<file path="src/design/bfa_pkg.sv">
// package with constants, command and status types of the frame allocator
`timescale 1ns / 1ps
package bfa_pkg;

  localparam int unsigned MAX_BLOCKS  = 32768;
  localparam int unsigned BLOCK_BYTES = 4096;
  localparam int unsigned WORD_BITS   = 32;
  localparam int unsigned MAP_WORDS   = MAX_BLOCKS / WORD_BITS;
  localparam int unsigned BLOCK_SHIFT = $clog2(BLOCK_BYTES);
  localparam int unsigned BIT_W       = $clog2(WORD_BITS);
  localparam int unsigned WIDX_W      = $clog2(MAP_WORDS);
  localparam int unsigned ADDR_W      = 32;
  localparam int unsigned FRAME_W     = ADDR_W - BLOCK_SHIFT;
  localparam int unsigned CNT_W       = 16;
  localparam int unsigned OP_W        = 2;

  typedef enum logic [OP_W-1:0] {
    OP_RESERVE_ALL    = 2'd0,
    OP_RELEASE_REGION = 2'd1,
    OP_ALLOC          = 2'd2,
    OP_FREE           = 2'd3
  } op_e;

  typedef enum logic [2:0] {
    PTR_HOLD,
    PTR_ZERO,
    PTR_FIRST,
    PTR_FREE,
    PTR_INC
  } ptr_sel_e;

  typedef enum logic [2:0] {
    WR_ONES,
    WR_CLEAR_RANGE,
    WR_SET_BIT0,
    WR_SET_HIT,
    WR_CLEAR_ONE
  } wr_mode_e;

  typedef enum logic [2:0] {
    CNT_HOLD,
    CNT_RESERVE,
    CNT_DOWN_N,
    CNT_DOWN_ONE,
    CNT_INC
  } cnt_mode_e;

  typedef enum logic [3:0] {
    ST_INIT,
    ST_IDLE,
    ST_DISPATCH,
    ST_FILL,
    ST_REL_RD,
    ST_REL_WR,
    ST_B0_RD,
    ST_B0_WR,
    ST_SCAN_RD,
    ST_SCAN_CHK,
    ST_FREE_RD,
    ST_FREE_WR,
    ST_FIN
  } state_e;

  typedef struct packed {
    logic      load;
    ptr_sel_e  ptr_sel;
    logic      rd;
    logic      wr;
    wr_mode_e  wr_mode;
    cnt_mode_e cnt_mode;
    logic      hit_set;
    logic      res_load;
  } cmd_t;

  typedef struct packed {
    op_e  op;
    logic ptr_max;
    logic rel_empty;
    logic rel_last;
    logic alloc_none;
    logic scan_last;
    logic free_oob;
    logic word_full;
    logic out_free;
  } status_t;

endpackage

</file>
<file path="src/design/bfa_ctrl.sv">
// controller state machine sequencing map sweeps, scans and read-modify-writes
`timescale 1ns / 1ps
module bfa_ctrl (
  input  logic             clk_i,
  input  logic             rst_ni,
  input  logic             in_valid_i,
  output logic             in_ready_o,
  input  bfa_pkg::status_t status_i,
  output bfa_pkg::cmd_t    cmd_o
);
  import bfa_pkg::*;

  state_e state_q, state_d;

  // state register
  always_ff @(posedge clk_i or negedge rst_ni) begin
    if (!rst_ni) begin
      state_q <= ST_INIT;
    end else begin
      state_q <= state_d;
    end
  end

  // next state and commands
  always_comb begin
    state_d        = state_q;
    in_ready_o     = 1'b0;
    cmd_o.load     = 1'b0;
    cmd_o.ptr_sel  = PTR_HOLD;
    cmd_o.rd       = 1'b0;
    cmd_o.wr       = 1'b0;
    cmd_o.wr_mode  = WR_ONES;
    cmd_o.cnt_mode = CNT_HOLD;
    cmd_o.hit_set  = 1'b0;
    cmd_o.res_load = 1'b0;
    unique case (state_q)
      ST_INIT: begin
        cmd_o.wr      = 1'b1;
        cmd_o.ptr_sel = PTR_INC;
        if (status_i.ptr_max) begin
          state_d = ST_IDLE;
        end
      end
      ST_IDLE: begin
        in_ready_o = 1'b1;
        if (in_valid_i) begin
          cmd_o.load = 1'b1;
          state_d    = ST_DISPATCH;
        end
      end
      ST_DISPATCH: begin
        unique case (status_i.op)
          OP_RESERVE_ALL: begin
            cmd_o.cnt_mode = CNT_RESERVE;
            cmd_o.ptr_sel  = PTR_ZERO;
            state_d        = ST_FILL;
          end
          OP_RELEASE_REGION: begin
            cmd_o.cnt_mode = CNT_DOWN_N;
            if (status_i.rel_empty) begin
              cmd_o.ptr_sel = PTR_ZERO;
              state_d       = ST_B0_RD;
            end else begin
              cmd_o.ptr_sel = PTR_FIRST;
              state_d       = ST_REL_RD;
            end
          end
          OP_ALLOC: begin
            cmd_o.ptr_sel = PTR_ZERO;
            state_d       = status_i.alloc_none ? ST_FIN : ST_SCAN_RD;
          end
          default: begin
            cmd_o.cnt_mode = CNT_DOWN_ONE;
            cmd_o.ptr_sel  = PTR_FREE;
            state_d        = status_i.free_oob ? ST_FIN : ST_FREE_RD;
          end
        endcase
      end
      ST_FILL: begin
        cmd_o.wr      = 1'b1;
        cmd_o.ptr_sel = PTR_INC;
        if (status_i.ptr_max) begin
          state_d = ST_FIN;
        end
      end
      ST_REL_RD: begin
        cmd_o.rd = 1'b1;
        state_d  = ST_REL_WR;
      end
      ST_REL_WR: begin
        cmd_o.wr      = 1'b1;
        cmd_o.wr_mode = WR_CLEAR_RANGE;
        if (status_i.rel_last) begin
          cmd_o.ptr_sel = PTR_ZERO;
          state_d       = ST_B0_RD;
        end else begin
          cmd_o.ptr_sel = PTR_INC;
          state_d       = ST_REL_RD;
        end
      end
      ST_B0_RD: begin
        cmd_o.rd = 1'b1;
        state_d  = ST_B0_WR;
      end
      ST_B0_WR: begin
        cmd_o.wr      = 1'b1;
        cmd_o.wr_mode = WR_SET_BIT0;
        state_d       = ST_FIN;
      end
      ST_SCAN_RD: begin
        cmd_o.rd = 1'b1;
        state_d  = ST_SCAN_CHK;
      end
      ST_SCAN_CHK: begin
        if (!status_i.word_full) begin
          cmd_o.wr       = 1'b1;
          cmd_o.wr_mode  = WR_SET_HIT;
          cmd_o.hit_set  = 1'b1;
          cmd_o.cnt_mode = CNT_INC;
          state_d        = ST_FIN;
        end else if (status_i.scan_last) begin
          state_d = ST_FIN;
        end else begin
          cmd_o.ptr_sel = PTR_INC;
          state_d       = ST_SCAN_RD;
        end
      end
      ST_FREE_RD: begin
        cmd_o.rd = 1'b1;
        state_d  = ST_FREE_WR;
      end
      ST_FREE_WR: begin
        cmd_o.wr      = 1'b1;
        cmd_o.wr_mode = WR_CLEAR_ONE;
        state_d       = ST_FIN;
      end
      ST_FIN: begin
        if (status_i.out_free) begin
          cmd_o.res_load = 1'b1;
          state_d        = ST_IDLE;
        end
      end
      default: state_d = ST_IDLE;
    endcase
  end

endmodule

</file>
<file path="config.mk">
export PLATFORM = sky130hd
export DESIGN_NAME = bfa_ctrl
export DESIGN_NICKNAME = d
export VERILOG_FILES = /design/src/design/bfa_pkg.sv /design/src/design/bfa_ctrl.sv
export SDC_FILE = /design/constraint.sdc
export NUM_CORES = 1
export LEC_CHECK = 0
export ABC_AREA = 1
export BUFFER_PORTS_ARGS = -buffer_cell sky130_fd_sc_hd__buf_2
export CAP_MARGIN = 20
export CORE_UTILIZATION = 35
export CTS_BUF_LIST = sky130_fd_sc_hd__clkbuf_4
export CTS_CLUSTER_DIAMETER = 80
export CTS_CLUSTER_SIZE = 14
export DETAILED_ROUTE_END_ITERATION = 7
export PLACE_DENSITY = 0.66
export SLEW_MARGIN = 20
export SYNTH_ARGS = -nofsm -noshare
export SYNTH_HDL_FRONTEND = slang
export SYNTH_SLANG_ARGS = --single-unit
export TNS_END_PERCENT = 30
</file>
<file path="constraint.sdc">
create_clock -name clk_i -period 1.4 [get_ports clk_i]
set_input_delay 0.35 -clock clk_i [delete_from_list [all_inputs] [get_ports clk_i]]
set_output_delay 0.35 -clock clk_i [all_outputs]
set_load 0.02 [all_outputs]
</file>
==> summary.txt <==
CTS
  • Root buffer cell: clkbuf_4
  • CTS tree: built
  • H-tree depth: 1
  • Clock Pin Slew Worst Setup and Hold Paths: ~0.040 ns
  • Clock Sink Count: 4
  • CTS Buf Count: 3
  • Clock tree buffer depth: 2
  • Clock latency on the worst-skew pair: 0.24 ns

Finish
  • Antenna Cells: 0
  • Most frequent cells in the layout: 34 x buf_4, 23 x nand2_1, 15 x inv_1, 14 x nand3_1, 13 x buf_2
  • Multi-input gate area: 495 um^2
  • Area Overhead vs Synth: 98.5%
  • FF+latch area: approximately 100 um^2
  • Core Util, Final: 0.757
  • Filler cells: around 120
  • Most flop-heavy register: state_q
  • Post-Layout Cell Count: ~180
  • Share of layout cells above drive strength 1: 0.564
  • Layout Nets: around 190
  • Commonest non-fill, non-tap cell in the layout: buf_4
  • Max FFs per register: 4
  • Final non-filler cell area: 0.00117 mm^2
  • Largest regs: state_q x4

Placement
  • Dpl ws: -0.262 ns
  • Placed insts: between 150 and 200
  • Dpl cell area: approximately 970 um^2
  • GP Congestion: between 0.8 and 0.9
  • Input/output buffers: 27
  • Hpwl dp: 1.52 mm

GRT
  • Gr usage total: 0.222
  • Number of global-route vias before repair: between 800 and 900
  • Largest net degree at the start of global routing: 6
  • First-pass GRT wire length: 3.13 mm
  • GRT overflow: 0
  • Initial antenna violation count: 0

Yosys
  • Synth Register Bits: 4
  • Share of Yosys cell area claimed by the top area cell type: 0.198
  • Main combinational cell family by area after synthesis: simple AND/OR/NAND/NOR gates
  • Yosys cell types: 19
  • Post-synthesis sequential area ratio: 0.170
  • Post-Synth XOR/XNOR Area: 0
  • Yosys warns: 0
  • Post-synth top area cell: nand2_1
  • Post-Syn Area per Cell: 5.60 um^2
  • Mux cell area share after synthesis: 0
  • Mapped cell area: between 500 and 600 um^2
  • Synth Net Count: roughly 120
  • Cell count after synthesis: 105
  • Compound-gate portion of the synthesized area: 0.102
  • Synth Area in Simple Gates: 0.474
  • Synth Area in Adders: 0.106
  • Ranking of synthesized cells by area: nand2_1 20%, dfrtp_1 17%, inv_1 13%, nand3_1 12%, ha_1 11%

Status
  • Status: complete, but fails checks
  • Failing checks: negative setup slack

Critical path
  • Critical Path Fanout Max: 4
  • Req. time, crit path: ~1.1 ns
  • Critical path startpoint category: flip-flop
  • Worst EP arrival: between 1 and 1.5 ns
  • Crit end category: primary output
  • Crit Path Category: flip-flop to primary output
  • Reg2reg setup slack: roughly 0.05 ns

STA
  • Clk_skew: approximately 0.008 ns
  • Final setup violation count: 15
  • Final period util: 1.26
  • RSZ-0062 raised after global routing: true
  • Fin worst setup slack: -0.364 ns
  • Fmax: 567 MHz
  • Final Hold Viols: 0
  • Max_slew headroom: 0.844
  • Worst-Margin Slew: about 0.23 ns
  • Final min period: between 1.5 and 2 ns
  • Max Transition Viols Final: 0

Die
  • Core area: ~0.0015 mm^2
  • Total die area: between 0.0015 and 0.002 mm^2
  • Initial Util: 0.381
  • Die height: approximately 43 um
  • FP Rows: 14
  • Die width: around 43 um
  • IO Pins: 28

Detailed routing
  • Via count: 858
  • Routed WL: 1.86 mm
  • DR WL/cell: about 10 um
  • DRC violations left: 0
  • Antenna-violating nets left: 0
  • DRT Pass-1 Iters: 4
  • DRT iter0 DRCs: 33
  • Via/cell ratio: about 4.7

Power and ir drop
  • Final total power: approximately 2200 uW
  • Pwr Density: 1840 mW/mm^2
  • Worst vdd ir: approximately 0.0012 V
  • Leakage: about 0.00068 uW

Run
  • Max Cap Viol: 0

Min path
  • Hold WC Path Type: primary input to flip-flop
-- metrics by stage --
step	hold WS (ns)	setup TNS, ns
2_1_floorplan	0.0544	-0.518
3_3_place_gp	0.154	-0.995
3_5_place_dp	0.157	-1.34
4_1_cts	0.416	-4.31
5_1_grt	0.439	-5.05
6_report	0.421	-4.03
-- area by class of cell --
cell class,count,share of cell area
well taps,16,0.0171
repair buffers,58,0.379
flip-flops and latches,4,0.0879
multi-input cells,79,0.424
inverters,21,0.0718
clock buffers,3,0.0193
-- cells in the mapped netlist --
cell type  instances
buf_4              1
nor3_1             1
o21ai_2            1
o21ai_0            5
o211ai_1           1
ha_1               5
nand3_1           14
nor2_2             2
nand4_1            1
dfrtp_1            4
o221ai_1           1
or2_4              1
inv_1             21
a21oi_1            2
nor2_1            11
nand2_2            1
nand2_1           31
or2_2              1
nor4_1             1
-- final timing paths --
kind | start | to | cells past startpoint
worst max-delay path | state_q[1] | cmd_o[8] | 7
worst min-delay path | status_i[7] | state_q[1] | 4
worst max register to register | state_q[0] | state_q[0] | 8
worst min register to register | state_q[3] | state_q[3] | 4
max in group asynchronous | rst_ni | state_q[0] | 2
min in group asynchronous | rst_ni | state_q[2] | 2
-- critical path: stages (launching register included) --
cell and delay (ns):
dfrtp_1 0.39, inv_1 0.08, nand2_2 0.06, nor2_2 0.12, inv_1 0.05, or2_4 0.25, nand4_1 0.09, buf_6 0.12
-- kinds of logic (layout without fill, tap and decap cells) --
group / Yosys count / count (layout)
AO/OA/AOI/OAI: 10 / 10
adder cells (fa/ha/maj): 5 / 5
buffers and inverters: 22 / 82
flip-flops: 4 / 4
AND/OR/NAND/NOR: 64 / 64
-- metal layers --
metal / wire length (um) / vias to the layer above / global-route usage
met5: 0 / - / 0
li1: - / 451 / -
met2: 1040 / 27 / 0.430
met4: 0 / 0 / 0
met3: 91 / 0 / 0.0638
met1: 736 / 380 / 0.253
-- where the power goes --
group	leakage [uW]	switching, uW	internal, uW	total, uW
logic	0.000614	921	852	1770
clock network	0.0000138	48.0	95.9	144
registers	0.0000484	62.0	175	237
-- repair_timing --
action                                  4_1_cts  5_1_grt
hold buffers                                  1        0
buffers inserted                              3        1
endpoints found under the hold margin         4        0
gates resized for setup                      21       30
endpoints found under the setup margin       15       19
pin swaps                                     1        4
Note: power is estimated with default switching activity, not from simulation.
